$ cat src/rtl/ehp_pkg.sv
// eCPRI header parser package: widths, status codes, register indexes,
// configuration and result record types. No dependencies.
`timescale 1ns / 1ps

package ehp_pkg;

  localparam int unsigned BYTE_W      = 8;
  localparam int unsigned HALF_W      = 16;
  localparam int unsigned STATUS_W    = 3;
  localparam int unsigned OUT_TDATA_W = 88;
  localparam int unsigned CFG_IDX_W   = 3;
  localparam int unsigned CFG_DATA_W  = 8;
  localparam int unsigned FIFO_DEPTH  = 4;

  localparam logic [HALF_W-1:0] HDR_BYTES   = 16'd4;
  localparam logic [HALF_W-1:0] FIELD_BYTES = 16'd4;
  localparam logic [HALF_W-1:0] PAYLOAD_POS = 16'd8;
  localparam logic [HALF_W-1:0] MAX16       = 16'hFFFF;

  localparam logic [STATUS_W-1:0] ST_OK          = 3'd0;
  localparam logic [STATUS_W-1:0] ST_SHORT_HDR   = 3'd1;
  localparam logic [STATUS_W-1:0] ST_BAD_REV     = 3'd2;
  localparam logic [STATUS_W-1:0] ST_CONCAT      = 3'd3;
  localparam logic [STATUS_W-1:0] ST_BAD_TYPE    = 3'd4;
  localparam logic [STATUS_W-1:0] ST_SIZE_EXCEED = 3'd5;
  localparam logic [STATUS_W-1:0] ST_NO_FIELDS   = 3'd6;

  localparam logic [CFG_IDX_W-1:0] REG_EXP_REV  = 3'd0;
  localparam logic [CFG_IDX_W-1:0] REG_USE_SIZE = 3'd1;
  localparam logic [CFG_IDX_W-1:0] REG_IQ_TYPE  = 3'd2;
  localparam logic [CFG_IDX_W-1:0] REG_RTC_TYPE = 3'd3;

  localparam logic KIND_PAYLOAD = 1'b0;
  localparam logic KIND_SUMMARY = 1'b1;

  typedef struct packed {
    logic [3:0]        expected_revision;
    logic              use_header_size;
    logic [BYTE_W-1:0] iq_type_code;
    logic [BYTE_W-1:0] rtc_type_code;
  } ehp_cfg_t;

  typedef struct packed {
    logic                kind;
    logic                run_end;
    logic [STATUS_W-1:0] status;
    logic [HALF_W-1:0]   forwarded_length;
    logic [HALF_W-1:0]   header_payload_size;
    logic [HALF_W-1:0]   sequence_id;
    logic [HALF_W-1:0]   stream_id;
    logic [BYTE_W-1:0]   message_kind;
    logic [BYTE_W-1:0]   payload_byte;
  } ehp_rec_t;

endpackage

$ cat src/rtl/ehp_parse.sv
// Per-packet header capture, forwarding decision and summary status.
// Depends on ehp_pkg.
`timescale 1ns / 1ps

module ehp_parse (
  input  logic                      clk,
  input  logic                      rst_n,
  input  ehp_pkg::ehp_cfg_t         cfg,
  input  logic                      in_fire,
  input  logic [ehp_pkg::BYTE_W-1:0] in_byte,
  input  logic                      in_last,
  output ehp_pkg::ehp_rec_t         pay_rec,
  output logic                      pay_vld,
  output ehp_pkg::ehp_rec_t         sum_rec,
  output logic                      sum_vld
);

  logic [ehp_pkg::HALF_W-1:0] pos_r, pos_nxt;
  logic [ehp_pkg::BYTE_W-1:0] fhb_r, fhb_nxt;
  logic [ehp_pkg::BYTE_W-1:0] type_r, type_nxt;
  logic [ehp_pkg::HALF_W-1:0] size_r, size_nxt;
  logic [ehp_pkg::HALF_W-1:0] id_r, id_nxt;
  logic [ehp_pkg::HALF_W-1:0] seq_r, seq_nxt;
  logic [ehp_pkg::HALF_W-1:0] fwd_r, fwd_nxt;

  logic [ehp_pkg::BYTE_W-1:0]   fhb_c, type_c;
  logic [ehp_pkg::HALF_W-1:0]   size_c, id_c, seq_c, fwd_c, n_c, rest_c;
  logic                         rev_ok, type_ok, fwd_en;
  logic [ehp_pkg::STATUS_W-1:0] status_c;

  // capture header bytes by position
  always_comb begin
    fhb_c  = fhb_r;
    type_c = type_r;
    size_c = size_r;
    id_c   = id_r;
    seq_c  = seq_r;
    unique case (pos_r)
      16'd0:   fhb_c = in_byte;
      16'd1:   type_c = in_byte;
      16'd2:   size_c = {in_byte, size_r[7:0]};
      16'd3:   size_c = {size_r[15:8], in_byte};
      16'd4:   id_c = {in_byte, id_r[7:0]};
      16'd5:   id_c = {id_r[15:8], in_byte};
      16'd6:   seq_c = {in_byte, seq_r[7:0]};
      16'd7:   seq_c = {seq_r[15:8], in_byte};
      default: ;
    endcase
  end

  assign rev_ok  = (fhb_c[7:4] == cfg.expected_revision);
  assign type_ok = (type_c == cfg.iq_type_code) || (type_c == cfg.rtc_type_code);

  // forwarding decision
  always_comb begin
    fwd_en = (pos_r >= ehp_pkg::PAYLOAD_POS) && (pos_r != ehp_pkg::MAX16) &&
             rev_ok && !fhb_c[0] && type_ok;
    if (cfg.use_header_size) begin
      fwd_en = fwd_en && (size_c >= ehp_pkg::FIELD_BYTES) &&
               ((pos_r - ehp_pkg::PAYLOAD_POS) < (size_c - ehp_pkg::FIELD_BYTES));
    end
  end

  assign fwd_c  = (fwd_en && (fwd_r != ehp_pkg::MAX16)) ? fwd_r + 16'd1 : fwd_r;
  assign n_c    = (pos_r != ehp_pkg::MAX16) ? pos_r + 16'd1 : ehp_pkg::MAX16;
  assign rest_c = n_c - ehp_pkg::HDR_BYTES;

  always_comb begin
    priority if (n_c < ehp_pkg::HDR_BYTES) begin
      status_c = ehp_pkg::ST_SHORT_HDR;
    end else if (!rev_ok) begin
      status_c = ehp_pkg::ST_BAD_REV;
    end else if (fhb_c[0]) begin
      status_c = ehp_pkg::ST_CONCAT;
    end else if (n_c == ehp_pkg::HDR_BYTES) begin
      status_c = ehp_pkg::ST_NO_FIELDS;
    end else if (cfg.use_header_size && (size_c > rest_c)) begin
      status_c = ehp_pkg::ST_SIZE_EXCEED;
    end else if (!type_ok) begin
      status_c = ehp_pkg::ST_BAD_TYPE;
    end else if (rest_c < ehp_pkg::FIELD_BYTES) begin
      status_c = ehp_pkg::ST_NO_FIELDS;
    end else if (cfg.use_header_size && (size_c < ehp_pkg::FIELD_BYTES)) begin
      status_c = ehp_pkg::ST_NO_FIELDS;
    end else begin
      status_c = ehp_pkg::ST_OK;
    end
  end

  always_comb begin
    pay_rec              = '0;
    pay_rec.kind         = ehp_pkg::KIND_PAYLOAD;
    pay_rec.payload_byte = in_byte;
    pay_vld              = in_fire && fwd_en;

    sum_rec                     = '0;
    sum_rec.kind                = ehp_pkg::KIND_SUMMARY;
    sum_rec.run_end             = 1'b1;
    sum_rec.status              = status_c;
    sum_rec.forwarded_length    = fwd_c;
    sum_rec.header_payload_size = size_c;
    sum_rec.sequence_id         = seq_c;
    sum_rec.stream_id           = id_c;
    sum_rec.message_kind        = type_c;
    sum_vld                     = in_fire && in_last;
  end

  always_comb begin
    pos_nxt  = pos_r;
    fhb_nxt  = fhb_r;
    type_nxt = type_r;
    size_nxt = size_r;
    id_nxt   = id_r;
    seq_nxt  = seq_r;
    fwd_nxt  = fwd_r;
    if (in_fire) begin
      if (in_last) begin
        pos_nxt  = '0;
        fhb_nxt  = '0;
        type_nxt = '0;
        size_nxt = '0;
        id_nxt   = '0;
        seq_nxt  = '0;
        fwd_nxt  = '0;
      end else begin
        pos_nxt  = n_c;
        fhb_nxt  = fhb_c;
        type_nxt = type_c;
        size_nxt = size_c;
        id_nxt   = id_c;
        seq_nxt  = seq_c;
        fwd_nxt  = fwd_c;
      end
    end
  end

  always_ff @(posedge clk) begin
    if (!rst_n) begin
      pos_r  <= '0;
      fhb_r  <= '0;
      type_r <= '0;
      size_r <= '0;
      id_r   <= '0;
      seq_r  <= '0;
      fwd_r  <= '0;
    end else begin
      pos_r  <= pos_nxt;
      fhb_r  <= fhb_nxt;
      type_r <= type_nxt;
      size_r <= size_nxt;
      id_r   <= id_nxt;
      seq_r  <= seq_nxt;
      fwd_r  <= fwd_nxt;
    end
  end

endmodule

$ cat src/rtl/ehp_fifo.sv
// Result queue taking up to two records per cycle and giving one per cycle while rd_rdy is high.
// Depends on ehp_pkg.
`timescale 1ns / 1ps

module ehp_fifo #(
  parameter int unsigned DEPTH = ehp_pkg::FIFO_DEPTH
) (
  input  logic              clk,
  input  logic              rst_n,
  input  ehp_pkg::ehp_rec_t wr_a,
  input  logic              wr_a_vld,
  input  ehp_pkg::ehp_rec_t wr_b,
  input  logic              wr_b_vld,
  output logic              room2,
  output ehp_pkg::ehp_rec_t rd_rec,
  output logic              rd_vld,
  input  logic              rd_rdy
);

  localparam int unsigned PTR_W = (DEPTH > 1) ? $clog2(DEPTH) : 1;
  localparam int unsigned CNT_W = $clog2(DEPTH + 1);
  localparam logic [PTR_W-1:0] LAST_PTR = PTR_W'(DEPTH - 1);
  localparam logic [CNT_W-1:0] ROOM_LIM = CNT_W'(DEPTH - 2);

  ehp_pkg::ehp_rec_t mem_r [DEPTH];

  logic [PTR_W-1:0] wr_ptr_r, wr_ptr_nxt, rd_ptr_r, rd_ptr_nxt, wr_ptr_p1;
  logic [CNT_W-1:0] cnt_r, cnt_nxt;
  logic             pop;
  logic [1:0]       n_push;
  ehp_pkg::ehp_rec_t first_rec;

  function automatic logic [PTR_W-1:0] ptr_inc(input logic [PTR_W-1:0] p);
    ptr_inc = (p == LAST_PTR) ? '0 : p + PTR_W'(1);
  endfunction

  assign rd_vld    = (cnt_r != '0);
  assign rd_rec    = mem_r[rd_ptr_r];
  assign room2     = (cnt_r <= ROOM_LIM);
  assign pop       = rd_vld && rd_rdy;
  assign n_push    = {1'b0, wr_a_vld} + {1'b0, wr_b_vld};
  assign first_rec = wr_a_vld ? wr_a : wr_b;
  assign wr_ptr_p1 = ptr_inc(wr_ptr_r);

  always_comb begin
    wr_ptr_nxt = wr_ptr_r;
    if (n_push == 2'd1) begin
      wr_ptr_nxt = wr_ptr_p1;
    end else if (n_push == 2'd2) begin
      wr_ptr_nxt = ptr_inc(wr_ptr_p1);
    end
    rd_ptr_nxt = pop ? ptr_inc(rd_ptr_r) : rd_ptr_r;
    cnt_nxt    = cnt_r + CNT_W'(n_push) - CNT_W'(pop);
  end

  always_ff @(posedge clk) begin
    if (n_push != 2'd0) begin
      mem_r[wr_ptr_r] <= first_rec;
    end
    if (n_push == 2'd2) begin
      mem_r[wr_ptr_p1] <= wr_b;
    end
  end

  always_ff @(posedge clk) begin
    if (!rst_n) begin
      wr_ptr_r <= '0;
      rd_ptr_r <= '0;
      cnt_r    <= '0;
    end else begin
      wr_ptr_r <= wr_ptr_nxt;
      rd_ptr_r <= rd_ptr_nxt;
      cnt_r    <= cnt_nxt;
    end
  end

endmodule

$ cat src/rtl/ecpri_header_parser_core.sv
// eCPRI common header parser top level: configuration registers, parser
// and result queue. Depends on ehp_pkg, ehp_parse and ehp_fifo.
`timescale 1ns / 1ps

// Usage
// in_*: one packet byte per word, in_tlast on the last byte of a packet.
// out_*: one result word per handshake. out_tuser 0 is a forwarded payload
// byte, out_tuser 1 the end-of-packet summary, which also carries out_tlast.
// A byte makes at most two words: its payload word, then the summary.
// cfg_*: register writes, always ready, taken effect from the next byte.
// Result words are registered in the result queue and shown on out_* from its head.
// Throughput: one byte per cycle while the receiver takes one word per cycle;
// the last byte of a packet that also forwards a payload byte adds one word,
// absorbed by the FIFO_DEPTH result queue.
// in_tready is low while the queue holds more than FIFO_DEPTH-2 words.
// When out_tready is low, words wait in the queue and in_tready drops once
// it fills.
// Reset (synchronous, rst_n low): registers return to revision 1, size mode
// on, IQ type 0, RTC type 2; packet state and queue are cleared.
module ecpri_header_parser_core #(
  parameter int unsigned FIFO_DEPTH = ehp_pkg::FIFO_DEPTH
) (
  input  logic                             clk,
  input  logic                             rst_n,
  input  logic                             in_tvalid,
  output logic                             in_tready,
  input  logic [ehp_pkg::BYTE_W-1:0]       in_tdata,  // data_byte
  input  logic                             in_tlast,  // end_of_input
  output logic                             out_tvalid,
  input  logic                             out_tready,
  // payload_byte, message_kind, stream_id, sequence_id, header_payload_size,
  // forwarded_length, status, zero pad
  output logic [ehp_pkg::OUT_TDATA_W-1:0]  out_tdata,
  output logic                             out_tuser, // kind
  output logic                             out_tlast, // run_end
  input  logic                             cfg_valid,
  output logic                             cfg_ready,
  input  logic [ehp_pkg::CFG_IDX_W-1:0]    cfg_index,
  input  logic [ehp_pkg::CFG_DATA_W-1:0]   cfg_data
);

  localparam int unsigned PAD_W = ehp_pkg::OUT_TDATA_W - ehp_pkg::STATUS_W
                                  - 4 * ehp_pkg::HALF_W - 2 * ehp_pkg::BYTE_W;

  ehp_pkg::ehp_cfg_t cfg_r, cfg_nxt;
  ehp_pkg::ehp_rec_t pay_rec, sum_rec, head_rec;
  logic              pay_vld, sum_vld, room2, in_fire;

  assign cfg_ready = 1'b1;
  assign in_tready = room2;
  assign in_fire   = in_tvalid && in_tready;

  always_comb begin
    cfg_nxt = cfg_r;
    if (cfg_valid) begin
      unique case (cfg_index)
        ehp_pkg::REG_EXP_REV:  cfg_nxt.expected_revision = cfg_data[3:0];
        ehp_pkg::REG_USE_SIZE: cfg_nxt.use_header_size = cfg_data[0];
        ehp_pkg::REG_IQ_TYPE:  cfg_nxt.iq_type_code = cfg_data;
        ehp_pkg::REG_RTC_TYPE: cfg_nxt.rtc_type_code = cfg_data;
        default: ;
      endcase
    end
  end

  always_ff @(posedge clk) begin
    if (!rst_n) begin
      cfg_r.expected_revision <= 4'd1;
      cfg_r.use_header_size   <= 1'b1;
      cfg_r.iq_type_code      <= 8'd0;
      cfg_r.rtc_type_code     <= 8'd2;
    end else begin
      cfg_r <= cfg_nxt;
    end
  end

  ehp_parse u_parse (
    .clk     (clk),
    .rst_n   (rst_n),
    .cfg     (cfg_r),
    .in_fire (in_fire),
    .in_byte (in_tdata),
    .in_last (in_tlast),
    .pay_rec (pay_rec),
    .pay_vld (pay_vld),
    .sum_rec (sum_rec),
    .sum_vld (sum_vld)
  );

  ehp_fifo #(
    .DEPTH (FIFO_DEPTH)
  ) u_fifo (
    .clk      (clk),
    .rst_n    (rst_n),
    .wr_a     (pay_rec),
    .wr_a_vld (pay_vld),
    .wr_b     (sum_rec),
    .wr_b_vld (sum_vld),
    .room2    (room2),
    .rd_rec   (head_rec),
    .rd_vld   (out_tvalid),
    .rd_rdy   (out_tready)
  );

  assign out_tdata = {{PAD_W{1'b0}},
                      head_rec.status,
                      head_rec.forwarded_length,
                      head_rec.header_payload_size,
                      head_rec.sequence_id,
                      head_rec.stream_id,
                      head_rec.message_kind,
                      head_rec.payload_byte};
  assign out_tuser = head_rec.kind;
  assign out_tlast = head_rec.run_end;

endmodule

$ cat config.mk
export PLATFORM = sky130hd
export DESIGN_NAME = ecpri_header_parser_core
export DESIGN_NICKNAME = d
export VERILOG_FILES = /design/src/rtl/ehp_pkg.sv /design/src/rtl/ehp_parse.sv /design/src/rtl/ehp_fifo.sv /design/src/rtl/ecpri_header_parser_core.sv
export SDC_FILE = /design/constraint.sdc
export NUM_CORES = 1
export LEC_CHECK = 0
export ABC_AREA = 1
export BUFFER_PORTS_ARGS = -buffer_cell sky130_fd_sc_hd__buf_2
export CAP_MARGIN = 30
export CORE_ASPECT_RATIO = 2
export CORE_MARGIN = 2
export CORE_UTILIZATION = 30
export CTS_CLUSTER_SIZE = 16
export DETAILED_ROUTE_END_ITERATION = 8
export PLACE_DENSITY = 0.54
export SKIP_LAST_GASP = 1
export SLEW_MARGIN = 0
export SYNTH_ARGS = -nofsm -noshare
export SYNTH_HDL_FRONTEND = slang
export SYNTH_SLANG_ARGS = --single-unit
$ cat constraint.sdc
create_clock -name clk -period 16.1 [get_ports clk]
set_clock_uncertainty 0.05 [all_clocks]
set_input_delay 2.415 -clock clk [delete_from_list [all_inputs] [get_ports clk]]
set_output_delay 2.415 -clock clk [all_outputs]
set_load 0.1 [all_outputs]
# Word level (Yosys, flattened, before mapping)
# Memory sizes are Yosys's and may differ from the RTL's. A register that Yosys moved wholly into a read port is not among the register bits.
# Cells that the tools add are included.
word_totals:
  ff_bits: 121
  ramBits: 340
  inputBits: 25
  output_inout_bits: 93
  elab_cells: 114
  mem_count: 1
mem_list:
  columns: ["name", "words", "word_bits", "rd", "rd_clocked_by_memory_dff", "write_ports", "line", "source"]
  rows:
  - ["u_fifo.mem_r", 4, 85, 1, 1, 2, "ehp_fifo.sv:25", "ehp_pkg::ehp_rec_t mem_r [DEPTH];"]
classes:
  addsub: 11
  magnitude_cmp: 8
  n_eq_ne: 21
  n_mux: 35
  reduce_logical: 24
op_table:
  columns: ["op", "count"]
  rows:
  - ["16-bit two-way mux", 7]
  - ["16-bit case mux with 2 select lines", 3]
  - ["85-bit two-way mux", 1]
  - ["16-bit by 3-bit equality test with 1-bit output (second input constant)", 5]
  - ["16-bit by 3-bit less-than comparator with 1-bit output (second input constant)", 3]
  - ["16-bit by 1-bit adder with 16-bit output (second input constant)", 2]
  - ["16-bit by 2-bit equality test with 1-bit output (second input constant)", 2]
  - ["8-bit two-way mux", 4]
  - ["16-bit inequality test (second input constant)", 2]
  - ["16-bit by 3-bit subtractor with 16-bit output (second input constant)", 2]
  - ["3-bit two-way mux", 8]
  - ["16-bit by 1-bit equality test with 1-bit output (second input constant)", 1]
  - ["8-bit equality test", 2]
  - ["16-bit by 3-bit >= comparator with 1-bit output (second input constant)", 1]
  - ["16-bit by 4-bit >= comparator with 1-bit output (second input constant)", 1]
  - ["16-bit greater-than comparator", 1]
  - ["16-bit zero test", 1]
  - ["16-bit less-than comparator", 1]
  - ["16-bit by 4-bit subtractor with 16-bit output (second input constant)", 1]
  - ["2-bit two-way mux", 7]
  - ["1-bit logical AND", 13]
  - ["2-bit equality test (second input constant)", 4]
  - ["2-bit AND reduction", 4]
  - ["2-bit by 1-bit adder with 2-bit output (second input constant)", 3]
  - ["other kinds (14)", 20]

# Logic depth before layout (Yosys ltp)
depth:
  word_depth: 14
  depth_mapped: 33
  ltp_nobuf: 31

# Cells and area by module
# A second synthesis with hierarchy kept.
hier_totals:
  cells_unflattened: 3403
  hier_area_um2: 27642.8
modules_own_cells:
  columns: ["module", "instances", "cells_each", "area_per_inst_um2", "seq_area_each_um2"]
  rows:
  - ["ehp_fifo", 1, 1859, 17819.6, 10390.0]
  - ["ehp_parse", 1, 1404, 8814.7, 1861.8]
  - ["ecpri_header_parser_core", 1, 140, 1008.5, 420.4]

# Least setup slack after synthesis
# No wires, ideal clock.
synth_timing:
  path_type: "input port to flip-flop"
  from: "in in_tdata[4] (netlist bit)"
  to: "mem u_fifo.mem_r[0][58] (netlist bit) (data pin)"
  arrival_ps: 7934
  t_required_ps: 15908
  slack_ps: 7974
  stages: 26
  n_path_buf: 3
  cell_sequence: "buf_2 inv_1 o21ai_2 inv_1 nand3_1 nor3_1 nand3_1 inv_1 nand3_1 nor2_1 xor2_1 ha_1 nand2_1 nor2_1 a2111oi_0 nand3_2 nand2_4 nand3_4 ha_1 inv_2 nand2_1 nand2_1 nand2_1 buf_2 buf_4 nor2_1"
synth_lines:
  columns: ["element", "line", "source"]
  rows:
  - ["start: declaration", "ecpri_header_parser_core.sv:27", "input logic [ehp_pkg::BYTE_W-1:0] in_tdata,"]
  - ["end: declaration", "ehp_fifo.sv:25", null]

==> summary.txt <==
Status
  – Outcome: completed

Pwr
  – Peak supply drop: 0.132 mV
  – Power, Total: 3.98 mW
  – Pwr dens: 153 nW/µm²
  – Static leakage: approximately 9.2 nW

Worst hold path
  – Min-delay src: u_fifo.mem_r[2][83]$_SDFFE_PP1P_
  – Hold WC Path Type: reg -> reg

Logic synthesis
  – Yosys reg bits: between 400 and 500
  – EDFF count, synth: 300
  – Ys async rst share: 0%
  – Syn Inst Count: 2651
  – Most used DFF post-synth: edfxtp_1
  – Synth area leader: edfxtp_1
  – Syn_area_per_cell: roughly 8.7 µm²
  – Synth top area share: ~39%
  – Yosys warning count: 0
  – Sequential share of the synthesized area: a little over half
  – Synth top area cells: edfxtp_1 (39%), dfxtp_1 (14%), nor2_1 (8.5%), nand2_1 (6.6%), o21ai_0 (5.1%)
  – Synth unique cells: 47
  – Synthesized cell area: approximately 23000 µm²

Die
  – IO Pins: between 100 and 150
  – Row Count: 143
  – Horiz. Die Dim: 200 µm
  – Starting Density: a little under a third
  – Die Y: 396 µm
  – DIE AREA: 79300 µm²
  – Core area: around 76000 µm²

Timing
  – RSZ-0062 raised after global routing: false
  – Setup_tns: 0 ps
  – Slew Limit Fails: 0
  – Pin slew with the least headroom to its limit: a little under 1000 ps
  – Final hold violations: 0
  – Period utilization: 48.6%
  – Final setup fails: 0
  – Post-layout min period: 7830 ps
  – Max Freq: 128 MHz
  – Max-slew headroom: 33.7%

Global routing
  – Overflow after GRT: 0
  – Largest net degree at the start of global routing: 91
  – Tot GR Track Use: between 10% and 20%
  – Initial antenna violation count: 4
  – Number of global-route vias before repair: 18.6k
  – First-pass GRT wire length: around 110000 µm

Routing
  – WL/cell: 19.6 µm
  – Routed Antenna Nets: 0
  – First-pass DRT Iterations: 5
  – Vias: 18.6k
  – Residual DRC: 0
  – Final wirelength: 73200 µm
  – Initial DRC count: 1100
  – Vias per cell: 4.99

Layout
  – Synth-to-layout area growth: 12.3%
  – Final #Nets: around 2.8k
  – Final design utilization: between 30% and 40%
  – # fillers: 7893
  – Share of cells above drive strength 1: 11.8%

Clocking
  – Worst-path clk slew: around 70 ps
  – CTS tree: done
  – Clock Latency Late Sink: around 580 ps
  – H-tree depth: 2
  – Inserted Clock Buffers: 41
  – Clk buf depth: 3
  – Hold_buf cts: 0
  – # resized after CTS: 0
  – Cell chosen for the clock root: clkbuf_16
  – Post-CTS setup buffers: 0
  – Sinks on the clock net: 459

Setup path
  – Critical path origin: in_tdata[2]
  – Crit path max fanout: 54
  – Req. time, crit path: 16230 ps
  – Kind of critical path: in -> reg
  – CP endpoint kind: register
  – Crit path DAT: 7960 ps
  – CP Launch Type: input port
  – RR Startpoint: u_parse.pos_r[11]$_SDFFE_PN0P_

Place
  – Count of input and output buffers: around 110
  – Routability Congestion: about 0.9
  – Post-DP HPWL: just under 50000 µm

Run
  – Max Cap Violations: 0
==> cell usage in the layout, fill, tap and decap left out, types with 6 or more instances in the layout <==
cell type / instances
a21oi_1: 135
a22oi_1: 32
a2bb2oi_1: 32
buf_2: 111
buf_4: 15
clkbuf_16: 45
clkinv_2: 8
conb_1: 6
dfxtp_1: 157
edfxtp_1: 300
ha_1: 53
inv_1: 171
inv_2: 9
nand2_1: 395
nand2_2: 22
nand2_4: 14
nand3_1: 154
nand3_2: 6
nand3b_1: 6
nand4_1: 21
nand4_2: 7
nor2_1: 521
nor2_2: 43
nor2_4: 7
nor3_1: 17
o21ai_0: 237
o22ai_1: 85
xor2_1: 38
==> registers in the layout, indices dropped and copies added, names as in the netlist, named ones only <==
| signal | flops |
|---|---|
| u_parse.type_r | 8 |
| u_fifo.rd_ptr_r | 2 |
| u_fifo.wr_ptr_r | 2 |
| u_parse.pos_r | 16 |
| u_fifo.cnt_r | 3 |
| u_parse.fhb_r | 5 |
| u_parse.size_r | 16 |
| u_parse.seq_r | 16 |
| cfg_r | 21 |
| u_fifo.mem_r | 336 |
| u_parse.fwd_r | 16 |
| u_parse.id_r | 16 |
==> critical path, cell delays in order <==
cell	delay [ps]
buf_2	180
inv_1	150
o21a_1	320
nand3_1	200
nor3_1	280
nand3_1	180
inv_1	110
nand3_1	100
nor2_1	150
xor2_1	180
ha_1	280
nand2_1	90
nor2_1	50
a2111oi_0	640
nand3_2	170
nand2_4	170
nand3_4	110
inv_2	240
ha_1	290
nand2_1	330
nand2_4	450
buf_4	790
==> cell usage after synthesis (3+ instances only) <==
cell type,instances
nand3b_1,6
edfxtp_1,300
nand3_1,154
buf_2,26
a2bb2oi_1,32
nand2_2,22
inv_1,173
nor3_1,17
nand4_2,7
nor2_2,43
o21bai_1,4
o21ai_0,237
inv_2,9
xnor2_1,4
nor4_1,3
nand2_1,403
nand2_4,6
a22oi_1,32
ha_1,53
nand3_4,3
nor2_4,6
o22ai_1,85
o21ai_2,3
buf_6,6
clkbuf_1,92
nand3_2,6
nand4_1,21
xor2_1,38
nor2_1,522
nor2_8,3
buf_4,21
a21oi_1,135
dfxtp_1,159
==> area by class of cell <==
class	instances	area [µm²]	share of cell area (%)
diodes	1	2.50	0.00965
clock buffers	55	1210	4.68
clock inverters	21	246	0.950
inverters	184	694	2.68
multi-input cells	1861	9510	36.7
flip-flops and latches	459	12200	47.0
well taps	1015	1270	4.90
repair buffers	131	798	3.08
==> worst paths after layout <==
path              cells after the start  slack, ps                               end
setup reg to reg                     25       8980     u_fifo.mem_r[1][53]$_DFFE_PP_
hold reg to reg                       2        410  u_fifo.mem_r[2][83]$_SDFFE_PP1P_
setup / recovery                     22       8270     u_fifo.mem_r[1][53]$_DFFE_PP_
hold / removal                        2        410  u_fifo.mem_r[2][83]$_SDFFE_PP1P_
==> routing by layer <==
metal	vias to the layer above	part of all wire [%]	track usage [%]
met2	401	56	36.7
met1	8999	36	18.3
met4	8	4.2	8.12
li1	9047	-	-
met5	-	0.066	0
met3	142	3.5	2.07
==> per-stage QoR <==
stage | setup WS [ps] | hold slack, ps | instances | cell area [µm²]
after floorplan | 7970 | 371 | 2655 | 23100
after global placement | 7540 | 394 | 3645 | 24300
after detailed placement | 7700 | 397 | 3650 | 24500
after CTS | 8290 | 409 | 3726 | 25900
after global routing | 7670 | 425 | 3726 | 25900
final | 8270 | 407 | 3727 | 25900
==> where the power goes <==
group / total, mW / switching, mW / internal, mW
Combinational: 1.56 / 1.34 / 0.230
Clock: 1.08 / 0.466 / 0.615
Sequential: 1.33 / 0.0368 / 1.30
==> logic make-up (layout without fill, tap and decap cells) <==
| family | count (synthesis) | after routing | synth area share, % |
|---|---|---|---|
| fa+ha+maj | 54 | 54 | 2.96 |
| buf+inv | 335 | 391 | 6.36 |
| other cells | 2 | 7 | 0.0325 |
| simple gates | 1223 | 1223 | 23.1 |
| xor+xnor | 42 | 42 | 1.59 |
| compound gates | 536 | 536 | 13.2 |
| flops | 459 | 459 | 52.8 |
Power figures use the tool's default switching activity.
